==> src/sv/assert_macros.svh <==
// assertion macros used by the parser
`ifndef ASSERT_MACROS_SVH
`define ASSERT_MACROS_SVH

`ifndef SYNTH

// property that must hold at every clock edge outside reset
`define AMCE_ASSERT(lbl, prop, msg) \
  lbl: assert property (@(posedge clk_i) disable iff (!rst_ni) (prop)) else $error(msg);

// same-cycle implication
`define AMCE_ASSERT_IMP(lbl, ante, cons, msg) \
  lbl: assert property (@(posedge clk_i) disable iff (!rst_ni) (ante) |-> (cons)) \
    else $error(msg);

// next-cycle implication
`define AMCE_ASSERT_NXT(lbl, ante, cons, msg) \
  lbl: assert property (@(posedge clk_i) disable iff (!rst_ni) (ante) |=> (cons)) \
    else $error(msg);

`else

`define AMCE_ASSERT(lbl, prop, msg)
`define AMCE_ASSERT_IMP(lbl, ante, cons, msg)
`define AMCE_ASSERT_NXT(lbl, ante, cons, msg)

`endif

`endif

==> src/sv/amce_pkg.sv <==
// types and constants of the avi movi chunk extractor
`default_nettype none

package amce_pkg;

  // parser phase
  typedef enum logic [1:0] {
    PH_SCAN    = 2'd0,
    PH_SIZE    = 2'd1,
    PH_PAYLOAD = 2'd2,
    PH_STOPPED = 2'd3
  } phase_e;

  localparam int unsigned ByteW  = 8;
  localparam int unsigned WordW  = 32;
  localparam int unsigned WinW   = 24;

  // little-endian tag words, first byte in the low position
  localparam logic [WordW-1:0] Tag00db = 32'h6264_3030;
  localparam logic [WordW-1:0] Tag00dc = 32'h6364_3030;
  localparam logic [WordW-1:0] Tag01wb = 32'h6277_3130;
  localparam logic [WordW-1:0] Tag00wb = 32'h6277_3030;
  localparam logic [WordW-1:0] TagIdx1 = 32'h3178_6469;
  localparam logic [WordW-1:0] TagIndx = 32'h7864_6e69;

  // last size byte index
  localparam logic [1:0] SizeLast = 2'd3;

  // input beat
  typedef struct packed {
    logic [ByteW-1:0] data_byte;
    logic             restart;
  } in_beat_t;

  // result beat
  typedef struct packed {
    logic [ByteW-1:0] payload_byte;
    logic             frame_start;
    logic             frame_end;
    logic             stream_kind;
    logic [WordW-1:0] byte_offset;
    logic             data_end;
  } out_beat_t;

endpackage

`default_nettype wire

==> src/sv/amce_in_if.sv <==
// input byte channel
`default_nettype none

interface amce_in_if;
  logic       valid;
  logic       ready;
  logic [7:0] data_byte;
  logic       restart;

  modport source (output valid, output data_byte, output restart, input ready);
  modport sink   (input valid, input data_byte, input restart, output ready);
endinterface

`default_nettype wire

==> src/sv/amce_out_if.sv <==
// result channel
`default_nettype none

interface amce_out_if;
  logic        valid;
  logic        ready;
  logic [7:0]  payload_byte;
  logic        frame_start;
  logic        frame_end;
  logic        stream_kind;
  logic [31:0] byte_offset;
  logic        data_end;

  modport source (output valid, output payload_byte, output frame_start, output frame_end,
                  output stream_kind, output byte_offset, output data_end, input ready);
  modport sink   (input valid, input payload_byte, input frame_start, input frame_end,
                  input stream_kind, input byte_offset, input data_end, output ready);
endinterface

`default_nettype wire

==> src/sv/amce_in_stage.sv <==
// input register stage
`default_nettype none

module amce_in_stage (
  input  wire logic               clk_i,
  input  wire logic               rst_ni,
  amce_in_if.sink                 in_i,
  input  wire logic               adv_i,
  output amce_pkg::in_beat_t      beat_o,
  output logic                    valid_o
);

  logic               valid_q, valid_d;
  amce_pkg::in_beat_t beat_q;
  logic               acc;

  // slot frees when the parser consumes the held beat
  assign in_i.ready = !valid_q || adv_i;
  assign acc        = in_i.valid && in_i.ready;

  always_comb begin
    valid_d = valid_q;
    if (acc) begin
      valid_d = 1'b1;
    end else if (adv_i) begin
      valid_d = 1'b0;
    end
  end

  always_ff @(posedge clk_i or negedge rst_ni) begin
    if (!rst_ni) begin
      valid_q <= 1'b0;
    end else begin
      valid_q <= valid_d;
    end
  end

  // payload capture
  always_ff @(posedge clk_i) begin
    if (acc) begin
      beat_q.data_byte <= in_i.data_byte;
      beat_q.restart   <= in_i.restart;
    end
  end

  assign beat_o  = beat_q;
  assign valid_o = valid_q;

endmodule

`default_nettype wire

==> src/sv/amce_parser.sv <==
// chunk parser state and per-byte decode
`default_nettype none
`include "assert_macros.svh"

module amce_parser (
  input  wire logic               clk_i,
  input  wire logic               rst_ni,
  input  wire logic               step_i,
  input  wire amce_pkg::in_beat_t beat_i,
  output logic                    res_valid_o,
  output amce_pkg::out_beat_t     res_o
);

  amce_pkg::phase_e        phase_q, phase_d, cur_phase;
  logic [23:0]             win_q, win_d, cur_win;
  logic [31:0]             shift_q, shift_d, cur_shift;
  logic [1:0]              cnt_q, cnt_d, cur_cnt;
  logic [31:0]             left_q, left_d, cur_left;
  logic                    kind_q, kind_d, cur_kind;
  logic                    first_q, first_d, cur_first;
  logic [31:0]             pos_q, pos_d, cur_pos;
  logic [31:0]             tag;
  logic [31:0]             shift_nx;
  logic [31:0]             left_m1;
  logic                    is_video, is_audio, is_index;

  // restart forces reset values ahead of this byte
  always_comb begin
    cur_phase = beat_i.restart ? amce_pkg::PH_SCAN : phase_q;
    cur_win   = beat_i.restart ? '0 : win_q;
    cur_shift = beat_i.restart ? '0 : shift_q;
    cur_cnt   = beat_i.restart ? '0 : cnt_q;
    cur_left  = beat_i.restart ? '0 : left_q;
    cur_kind  = beat_i.restart ? 1'b0 : kind_q;
    cur_first = beat_i.restart ? 1'b0 : first_q;
    cur_pos   = beat_i.restart ? '0 : pos_q;
  end

  // tag match and size arithmetic
  assign tag      = {beat_i.data_byte, cur_win};
  assign is_video = (tag == amce_pkg::Tag00db) || (tag == amce_pkg::Tag00dc);
  assign is_audio = (tag == amce_pkg::Tag01wb) || (tag == amce_pkg::Tag00wb);
  assign is_index = (tag == amce_pkg::TagIdx1) || (tag == amce_pkg::TagIndx);
  assign shift_nx = {beat_i.data_byte, cur_shift[31:8]};
  assign left_m1  = cur_left - 32'd1;

  // next state
  always_comb begin
    phase_d = cur_phase;
    win_d   = cur_win;
    shift_d = cur_shift;
    cnt_d   = cur_cnt;
    left_d  = cur_left;
    kind_d  = cur_kind;
    first_d = cur_first;
    pos_d   = cur_pos + 32'd1;
    case (cur_phase)
      amce_pkg::PH_SCAN: begin
        if (is_video || is_audio) begin
          kind_d  = is_audio;
          phase_d = amce_pkg::PH_SIZE;
          shift_d = '0;
          cnt_d   = '0;
          win_d   = '0;
        end else if (is_index) begin
          phase_d = amce_pkg::PH_STOPPED;
          win_d   = '0;
        end else begin
          win_d = tag[31:8];
        end
      end
      amce_pkg::PH_SIZE: begin
        shift_d = shift_nx;
        if (cur_cnt == amce_pkg::SizeLast) begin
          cnt_d = '0;
          if (shift_nx == '0) begin
            phase_d = amce_pkg::PH_SCAN;
          end else begin
            left_d  = shift_nx;
            first_d = 1'b1;
            phase_d = amce_pkg::PH_PAYLOAD;
          end
        end else begin
          cnt_d = cur_cnt + 2'd1;
        end
      end
      amce_pkg::PH_PAYLOAD: begin
        left_d  = left_m1;
        first_d = 1'b0;
        if (left_m1 == '0) begin
          phase_d = amce_pkg::PH_SCAN;
        end
      end
      default: begin
        phase_d = cur_phase;
      end
    endcase
  end

  // result decode
  always_comb begin
    res_valid_o        = 1'b0;
    res_o.payload_byte = '0;
    res_o.frame_start  = 1'b0;
    res_o.frame_end    = 1'b0;
    res_o.stream_kind  = 1'b0;
    res_o.byte_offset  = cur_pos;
    res_o.data_end     = 1'b0;
    case (cur_phase)
      amce_pkg::PH_SCAN: begin
        if (is_index && !is_video && !is_audio) begin
          res_valid_o    = step_i;
          res_o.data_end = 1'b1;
        end
      end
      amce_pkg::PH_PAYLOAD: begin
        res_valid_o        = step_i;
        res_o.payload_byte = beat_i.data_byte;
        res_o.frame_start  = cur_first;
        res_o.frame_end    = (left_m1 == '0);
        res_o.stream_kind  = cur_kind;
      end
      default: begin
        res_valid_o = 1'b0;
      end
    endcase
  end

  always_ff @(posedge clk_i or negedge rst_ni) begin
    if (!rst_ni) begin
      phase_q <= amce_pkg::PH_SCAN;
      win_q   <= '0;
      shift_q <= '0;
      cnt_q   <= '0;
      left_q  <= '0;
      kind_q  <= 1'b0;
      first_q <= 1'b0;
      pos_q   <= '0;
    end else if (step_i) begin
      phase_q <= phase_d;
      win_q   <= win_d;
      shift_q <= shift_d;
      cnt_q   <= cnt_d;
      left_q  <= left_d;
      kind_q  <= kind_d;
      first_q <= first_d;
      pos_q   <= pos_d;
    end
  end

  // checks
  `AMCE_ASSERT_IMP(a_payload_nonzero, phase_q == amce_pkg::PH_PAYLOAD, left_q != '0, "payload phase with no bytes left")
  `AMCE_ASSERT_NXT(a_stop_holds, phase_q == amce_pkg::PH_STOPPED && !(step_i && beat_i.restart), phase_q == amce_pkg::PH_STOPPED, "left stopped phase without restart")
  `AMCE_ASSERT_IMP(a_size_window_clear, phase_q == amce_pkg::PH_SIZE, win_q == '0, "tag window not cleared during size capture")
  `AMCE_ASSERT_IMP(a_res_needs_step, res_valid_o, step_i, "result without a consumed beat")

endmodule

`default_nettype wire

==> src/sv/amce_out_stage.sv <==
// result register stage
`default_nettype none

module amce_out_stage (
  input  wire logic                clk_i,
  input  wire logic                rst_ni,
  input  wire logic                res_valid_i,
  input  wire amce_pkg::out_beat_t res_i,
  output logic                     adv_o,
  amce_out_if.source               out_o
);

  logic                valid_q, valid_d;
  amce_pkg::out_beat_t res_q;

  // register loads whenever it is empty or being drained
  assign adv_o = !valid_q || out_o.ready;

  always_comb begin
    valid_d = valid_q;
    if (adv_o) begin
      valid_d = res_valid_i;
    end
  end

  always_ff @(posedge clk_i or negedge rst_ni) begin
    if (!rst_ni) begin
      valid_q <= 1'b0;
    end else begin
      valid_q <= valid_d;
    end
  end

  // payload capture
  always_ff @(posedge clk_i) begin
    if (adv_o && res_valid_i) begin
      res_q <= res_i;
    end
  end

  assign out_o.valid        = valid_q;
  assign out_o.payload_byte = res_q.payload_byte;
  assign out_o.frame_start  = res_q.frame_start;
  assign out_o.frame_end    = res_q.frame_end;
  assign out_o.stream_kind  = res_q.stream_kind;
  assign out_o.byte_offset  = res_q.byte_offset;
  assign out_o.data_end     = res_q.data_end;

endmodule

`default_nettype wire

==> src/sv/avi_movi_chunk_extractor_unit.sv <==
// top level of the avi movi chunk extractor
//
//  channel  dir  payload                                           handshake
//  in_i     in   data_byte, restart                                valid/ready
//  out_o    out  payload_byte, frame_start, frame_end,             valid/ready
//                stream_kind, byte_offset, data_end
//
// one byte per cycle sustained while out_o is ready; a byte's result is loaded into the
// result register after acceptance, passing the input register, then the parse logic
// bytes that give no result (media tags, sizes, stray bytes) leave no beat on out_o
// reset clears both stage valids and all parser state; no clearing pass
// a stalled result holds both stages; the input register still takes a byte
// while the result register is full but draining
`default_nettype none

module avi_movi_chunk_extractor_unit (
  input  wire logic  clk_i,
  input  wire logic  rst_ni,
  amce_in_if.sink    in_i,
  amce_out_if.source out_o
);

  amce_pkg::in_beat_t  beat;
  amce_pkg::out_beat_t res;
  logic                beat_valid;
  logic                res_valid;
  logic                adv;
  logic                step;

  // parser consumes the held beat when the result register can take it
  assign step = beat_valid && adv;

  amce_in_stage u_in (
    .clk_i   (clk_i),
    .rst_ni  (rst_ni),
    .in_i    (in_i),
    .adv_i   (adv),
    .beat_o  (beat),
    .valid_o (beat_valid)
  );

  amce_parser u_parser (
    .clk_i       (clk_i),
    .rst_ni      (rst_ni),
    .step_i      (step),
    .beat_i      (beat),
    .res_valid_o (res_valid),
    .res_o       (res)
  );

  amce_out_stage u_out (
    .clk_i       (clk_i),
    .rst_ni      (rst_ni),
    .res_valid_i (res_valid),
    .res_i       (res),
    .adv_o       (adv),
    .out_o       (out_o)
  );

endmodule

`default_nettype wire

==> src/flat_wrapper.sv <==
// flat-port wrapper written by rule: the top's interface ports become plain ports
module avi_movi_chunk_extractor_unit_flat 
  (clk_i, rst_ni, in_i_valid, in_i_data_byte, in_i_restart, in_i_ready, out_o_valid, out_o_payload_byte, out_o_frame_start, out_o_frame_end, out_o_stream_kind, out_o_byte_offset, out_o_data_end, out_o_ready);
  amce_in_if in_i_i ();
  amce_out_if out_o_i ();
  input  wire logic clk_i;
  input  wire logic rst_ni;
  input wire logic [$bits(in_i_i.valid)-1:0] in_i_valid;
  input wire logic [$bits(in_i_i.data_byte)-1:0] in_i_data_byte;
  input wire logic [$bits(in_i_i.restart)-1:0] in_i_restart;
  output wire logic [$bits(in_i_i.ready)-1:0] in_i_ready;
  output wire logic [$bits(out_o_i.valid)-1:0] out_o_valid;
  output wire logic [$bits(out_o_i.payload_byte)-1:0] out_o_payload_byte;
  output wire logic [$bits(out_o_i.frame_start)-1:0] out_o_frame_start;
  output wire logic [$bits(out_o_i.frame_end)-1:0] out_o_frame_end;
  output wire logic [$bits(out_o_i.stream_kind)-1:0] out_o_stream_kind;
  output wire logic [$bits(out_o_i.byte_offset)-1:0] out_o_byte_offset;
  output wire logic [$bits(out_o_i.data_end)-1:0] out_o_data_end;
  input wire logic [$bits(out_o_i.ready)-1:0] out_o_ready;
  assign in_i_i.valid = in_i_valid;
  assign in_i_i.data_byte = in_i_data_byte;
  assign in_i_i.restart = in_i_restart;
  assign in_i_ready = in_i_i.ready;
  assign out_o_valid = out_o_i.valid;
  assign out_o_payload_byte = out_o_i.payload_byte;
  assign out_o_frame_start = out_o_i.frame_start;
  assign out_o_frame_end = out_o_i.frame_end;
  assign out_o_stream_kind = out_o_i.stream_kind;
  assign out_o_byte_offset = out_o_i.byte_offset;
  assign out_o_data_end = out_o_i.data_end;
  assign out_o_i.ready = out_o_ready;
  avi_movi_chunk_extractor_unit u_core (.clk_i(clk_i), .rst_ni(rst_ni), .in_i(in_i_i), .out_o(out_o_i));
endmodule
==> config.mk <==
export PLATFORM = sky130hd
export DESIGN_NAME = avi_movi_chunk_extractor_unit_flat
export DESIGN_NICKNAME = d
export VERILOG_FILES = /design/src/sv/amce_pkg.sv /design/src/sv/amce_in_if.sv /design/src/sv/amce_out_if.sv /design/src/sv/amce_in_stage.sv /design/src/sv/amce_parser.sv /design/src/sv/amce_out_stage.sv /design/src/sv/avi_movi_chunk_extractor_unit.sv /design/src/flat_wrapper.sv
export VERILOG_INCLUDE_DIRS = /design/src /design/src/sv
export SDC_FILE = /design/constraint.sdc
export NUM_CORES = 1
export LEC_CHECK = 0
export ABC_AREA = 1
export BUFFER_PORTS_ARGS = -buffer_cell sky130_fd_sc_hd__buf_2
export CORE_MARGIN = 10
export CORE_UTILIZATION = 28
export DETAILED_ROUTE_END_ITERATION = 8
export PLACE_DENSITY = 0.48
export SLEW_MARGIN = 10
export SYNTH_ARGS = -nofsm -noshare
export SYNTH_HDL_FRONTEND = slang
export SYNTH_SLANG_ARGS = --single-unit
==> constraint.sdc <==
create_clock -name clk_i -period 5.75 [get_ports clk_i]
set_clock_uncertainty 0.05 [all_clocks]
set_input_delay 0 -clock clk_i [delete_from_list [all_inputs] [get_ports clk_i]]
set_output_delay 0 -clock clk_i [all_outputs]
set_load 0.03 [all_outputs]
# == Word level (Yosys, flattened, before mapping) ==
# Index checks and enable logic that the tools add are counted.
# totals
ff_bits,181
inputBits,13
out_inout_bits,46
# op_classes
addsub,3
n_eq_ne,9
muxes,35
n_reduce_logical,19
# ops
operator,count
2-to-1 mux 32 bit,6
"== test 32 x 31 -> 1 bit, second input constant",5
case mux 32 bit (2 select lines),2
2-to-1 mux 24 bit,4
logical NOT 32 bit,2
"adder 32 x 1 -> 32 bit, second input constant",1
"== test 32 x 30 -> 1 bit, second input constant",1
"subtractor 32 x 1 -> 32 bit, second input constant",1
2-to-1 mux 2 bit,9
2-to-1 mux 1 bit,10
logical OR 1 bit,6
case mux 2 bit (3 select lines),1
logical AND 1 bit,5
"== test 2 bit, second input constant",2
logical NOT 1 bit,4
case mux 1 bit (2 select lines),2
case mux 2 bit (2 select lines),1
"adder 2 x 1 -> 2 bit, second input constant",1
"== test 2 x 1 -> 1 bit, second input constant",1
logical NOT 2 bit,1
nonzero test 2 bit,1

# == Depth between registers and ports, before layout ==
# logic_depth
ltp_word,9
depth_mapped,22
ltp_nobuf,19

# == Cells and area by module ==
# From an unflattened synthesis, not the netlist that was laid out.
# hier_totals
hier_cells,1464
area_unflattened_um2,10452.5
# by_module_without_submodules
module,instances,cells_per_inst,area_per_inst_um2,seq_area_each_um2
amce_parser,1,1397,8763.4,2952.8
amce_out_stage,1,50,1366.3,1346.3
amce_in_stage,1,15,315.3,295.3
avi_movi_chunk_extractor_unit,1,2,7.5,0.0

# == Worst setup path before layout ==
# OpenSTA, ideal clock, no wires.
# synth_path
kind,flip-flop to flip-flop
from,"register u_core.u_in.beat_q, in the netlist u_core.u_in.beat_o[0]"
to,"register u_core.u_out.res_q, in the netlist u_core.u_out.out_o.byte_offset[0], enable pin"
setup_time_ns,0.445
t_arrival_ns,3.965
t_required_ns,5.255
slack_ns,1.289
stages_incl_launch_ff,16
path_buffers,6
period_less_slack_ns,4.461
cell_sequence,edfxtp_1 > buf_6 > inv_2 > buf_6 > buf_12 > buf_6 > buf_4 > nand2_1 > ha_1 > clkbuf_1 > inv_1 > nor2_1 > nand2_1 > inv_1 > nor2_1 > nor2_1
# synth_between
elab_chain_len,9
word_cells_on_any_way,20
# synth_lines
item,line_no,text
from (decl),amce_in_stage.sv:14,amce_pkg::in_beat_t beat_q;
2-to-1 mux 24 bit,amce_parser.sv:30,cur_win = beat_i.restart ? '0 : win_q;
== test 32 x 31 -> 1 bit,amce_parser.sv:41,assign is_video = (tag == amce_pkg::Tag00db) || (tag == amce_pkg::Tag00dc);
logical OR 1 bit,amce_parser.sv:41,
logical NOT 1 bit,amce_parser.sv:111,if (is_index && !is_video && !is_audio) begin
logical AND 1 bit (2 in a row),amce_parser.sv:111,
2-to-1 mux 1 bit,amce_parser.sv:111,
case mux 1 bit (2 select lines) *,amce_parser.sv:109,case (cur_phase)
logical AND 1 bit *,amce_out_stage.sv:36,if (adv_o && res_valid_i) begin
to (signal assigned),amce_out_stage.sv:37,res_q <= res_i;
to (decl),amce_out_stage.sv:14,amce_pkg::out_beat_t res_q;
# Mark *: on every way between the ends. The rest lies on a longest branch, timed or not.
# A chain may end at the register's enable or synchronous reset.

# == Final worst setup path ==
# layout_path
from,"register u_core.u_in.beat_q, in the netlist u_core.u_in.beat_o[0]"
to,"register u_core.u_out.res_q, in the netlist u_core.u_out.out_o.byte_offset[26], enable pin"
# Same word-level chain as after synthesis.

==> run summary <==
Top Ports - 59
Non-Filler Cell Area, Final - 12120 um^2
post-synthesis sequential area ratio - 42.73%
drt total wl - 31.82 mm
CP Class - register to register
largest fanout on the critical path - 34
worst path arrival time - 4.41 ns
Critical Path Max Stage Delay - 0.51 ns
Synth Flop Type - dfrtp_1
net count of the finished layout - 1485
ys async rst share - 69.36%
synthesized cell area - 10750 um^2
register bit total from synthesis - 173
Tmin final - 4.363 ns
Max transition margin - 20.26%
maximum vdd drop - 0.1936 mV
Synth Warn # - 0
critical path cell sequence - clkinv_2 -> nand2_1 -> ha_1 -> inv_1 -> nor2_2 -> buf_4 -> nand2_1 -> inv_1 -> nor2_1 -> nor2_4 -> buf_4
detailed placement HPWL - 21.35 mm
Critical Path Start Type - register
Leak - 5.686 nW
Post-synth EDFFs - 53
row count - 71
syn nets - 1453
global-route wire length before repair - 50.85 mm
vias in the first global route - 9181
most common cell after layout, fill and taps aside - nand2_1
CTS HTree Levels - 4
fmax - 229.2 MHz
drt via density - 4.744
routability congestion estimate from global placement - 0.9011
routed length per instance - 16.01 um
ratio of cells with drive above 1 in the final layout - 12.59%
fin crit share - 75.88%
clk sinks - 173
Overall Global Routing Usage - 13.53%
Worst Hold Class - input port to asynchronous set/reset pin
DRT iter0 DRCs - 751
Root Driver - clkbuf_16
Die W - 216.0 um
Final Core Density - 32.11%
Post-DP Area - 11400 um^2
Post-CTS Setup Bufs - 0
Core ar. - 37760 um^2
highest-count cells in the layout ignoring fill and taps - 410 x nand2_1, 145 x inv_1, 136 x nor2_1
die area - 46640 um^2
post-route ant nets - 0
via count - 9432
total congestion overflow - 0
clk buf depth - 2
syn avg cell area - 7.509 um^2
worst-margin pin slew - 1.195 ns
Worst-Skew Late Latency - 0.46 ns
RSZ-0062 raised after global routing - no
DRC - 0
antenna diode count - 0
largest net degree at the start of global routing - 70
TNS Setup - 0 ns
drt first pass iters - 4
Min Hold Slack - 0.03376 ns
Max Cap Viol - 0
Syn Inst Count - 1432
post-CTS sizing - 0
Syn-to-layout area delta - 12.73%
area of the multi-input gates - 5210 um^2
distinct cell type count after synthesis - 50
clk slew on worst S/H paths - 0.08 ns
register area - 4594 um^2
PwrDens - 230.0 nW/um^2
Final Hold Viols - 0
slowest CP cell - clkinv_2
antenna violations before repair - 0
CTS tree - built
final slew viol count - 0
Setup Viol. Count Final - 0
CP endpoint kind - register
die span in y - 216.0 um
starting density of the core - 28.48%
fillers - 4067
Req. time, crit path - 5.80 ns
PortBufs - 58
TritonCTS buffer count - 17
outcome - finished, final reports clean
## worst paths after layout
check	start	to	slack, ns	cells past startpoint
max in group asynchronous	rst_ni	u_core.u_parser.left_q[12]	4.28	3
min in group clk_i	in_i_data_byte[2]	u_core.u_in.beat_o[3]	0.20	2
min	rst_ni	u_core.u_parser.left_q[8]	0.03	2
max	u_core.u_in.beat_o[0]	u_core.u_out.out_o.byte_offset[26]	1.39	11
min reg2reg	u_core.u_parser.left_q[30]	u_core.u_parser.left_q[30]	0.44	2
max reg2reg	u_core.u_in.beat_o[0]	u_core.u_out.out_o.byte_offset[26]	1.39	11
## sequential cells by signal, summed over array words and instances, names as in the netlist, 2 cells and up
signal	cells
u_core.u_parser.left_q	32
u_core.u_in.beat_o	9
u_core.u_parser.shift_q	24
u_core.u_out.out_o.payload_byte	8
u_core.u_parser.phase_q	2
u_core.u_parser.pos_q	32
u_core.u_parser.win_q	24
u_core.u_out.out_o.byte_offset	32
u_core.u_parser.cnt_q	2
## Yosys cell counts (2+ instances only)
library cell / n / share of area [%]
buf_12: 2 / 0.37
buf_1: 6 / 0.21
nand3_1: 76 / 3.5
nand2_2: 14 / 0.81
edfxtp_1: 53 / 15
o21bai_1: 4 / 0.28
o211ai_1: 3 / 0.21
dfrtp_1: 120 / 28
a21oi_1: 110 / 5.1
a22oi_1: 33 / 2.3
o21ai_0: 71 / 3.3
nand4_2: 3 / 0.35
xor2_1: 24 / 2.0
nor3_2: 3 / 0.28
nand2_1: 412 / 14
nor2_2: 17 / 0.99
nor2_1: 138 / 4.8
nor2_4: 12 / 1.3
inv_2: 7 / 0.24
nor4_1: 7 / 0.41
nand2_4: 10 / 1.0
clkbuf_1: 42 / 1.5
inv_1: 145 / 5.1
o21ai_2: 9 / 0.73
xnor2_1: 10 / 0.81
buf_4: 2 / 0.14
nor3_1: 16 / 0.74
buf_2: 6 / 0.28
buf_6: 11 / 1.2
a2bb2oi_1: 7 / 0.57
nor4b_1: 2 / 0.16
o21ai_1: 9 / 0.42
nand4_1: 21 / 1.2
a31oi_1: 4 / 0.23
ha_1: 8 / 0.93
## power breakdown
group / total (W) / internal, W / leakage (nW) / switching (W)
registers: 0.00135 / 0.00131 / 1.98 / 0.0000379
logic: 0.000248 / 0.0000715 / 3.41 / 0.000176
clock network: 0.00119 / 0.000605 / 0.293 / 0.000586
total: 0.00279 / 0.00199 / 5.69 / 0.000800
## cells by family after synthesis
family                     after synthesis  synth area share [%]
and+or+nand+nor                        739                 31.00
AOI/OAI and AO/OA                      255                 13.57
buffers and inverters                  223                 9.006
DFF                                    173                 42.73
xor gates and xnor gates                34                 2.769
adders and majority gates                8                0.9309
## stage by stage
step | total power [W] | setup WS (ns) | instances
2_1_floorplan | 0.001540 | 1.289 | 1432
3_3_place_gp | 0.001617 | 1.531 | 1942
3_5_place_dp | 0.001620 | 1.373 | 1942
4_1_cts | 0.002827 | 1.349 | 1988
5_1_grt | 0.002905 | 1.021 | 1988
6_report | 0.002788 | 1.387 | 1988
## per-layer routing
layer	global-route usage [%]	share of wire (%)	vias to the layer above
li1	-	-	4749
met3	2.517	4.1	31
met1	17.38	47	4464
met5	0	0	-
met4	4.335	1.9	0
met2	22.47	47	188
## critical path: cells and delay by family, from the launching register on
family	cells	cell delay, ns
adder cells (fa/ha/maj)	1	0.40
flip-flops	1	0.37
AND/OR/NAND/NOR	5	1.26
buffers and inverters	5	1.85
## cell type report
type	count	area share, %
clock buffer	18	3.716
tap	511	5.275
inverter	153	4.748
timing repair buffer	83	4.284
clock inverter	14	1.094
sequential	173	37.90
multi-input combinational	1036	42.98
## what timing repair did
item                                   in CTS  in global routing
setup endpoints to repair                   0                  0
hold buffers                               14                  0
endpoints found under the hold margin      66                  0
Note: power is estimated with default switching activity, not from simulation.
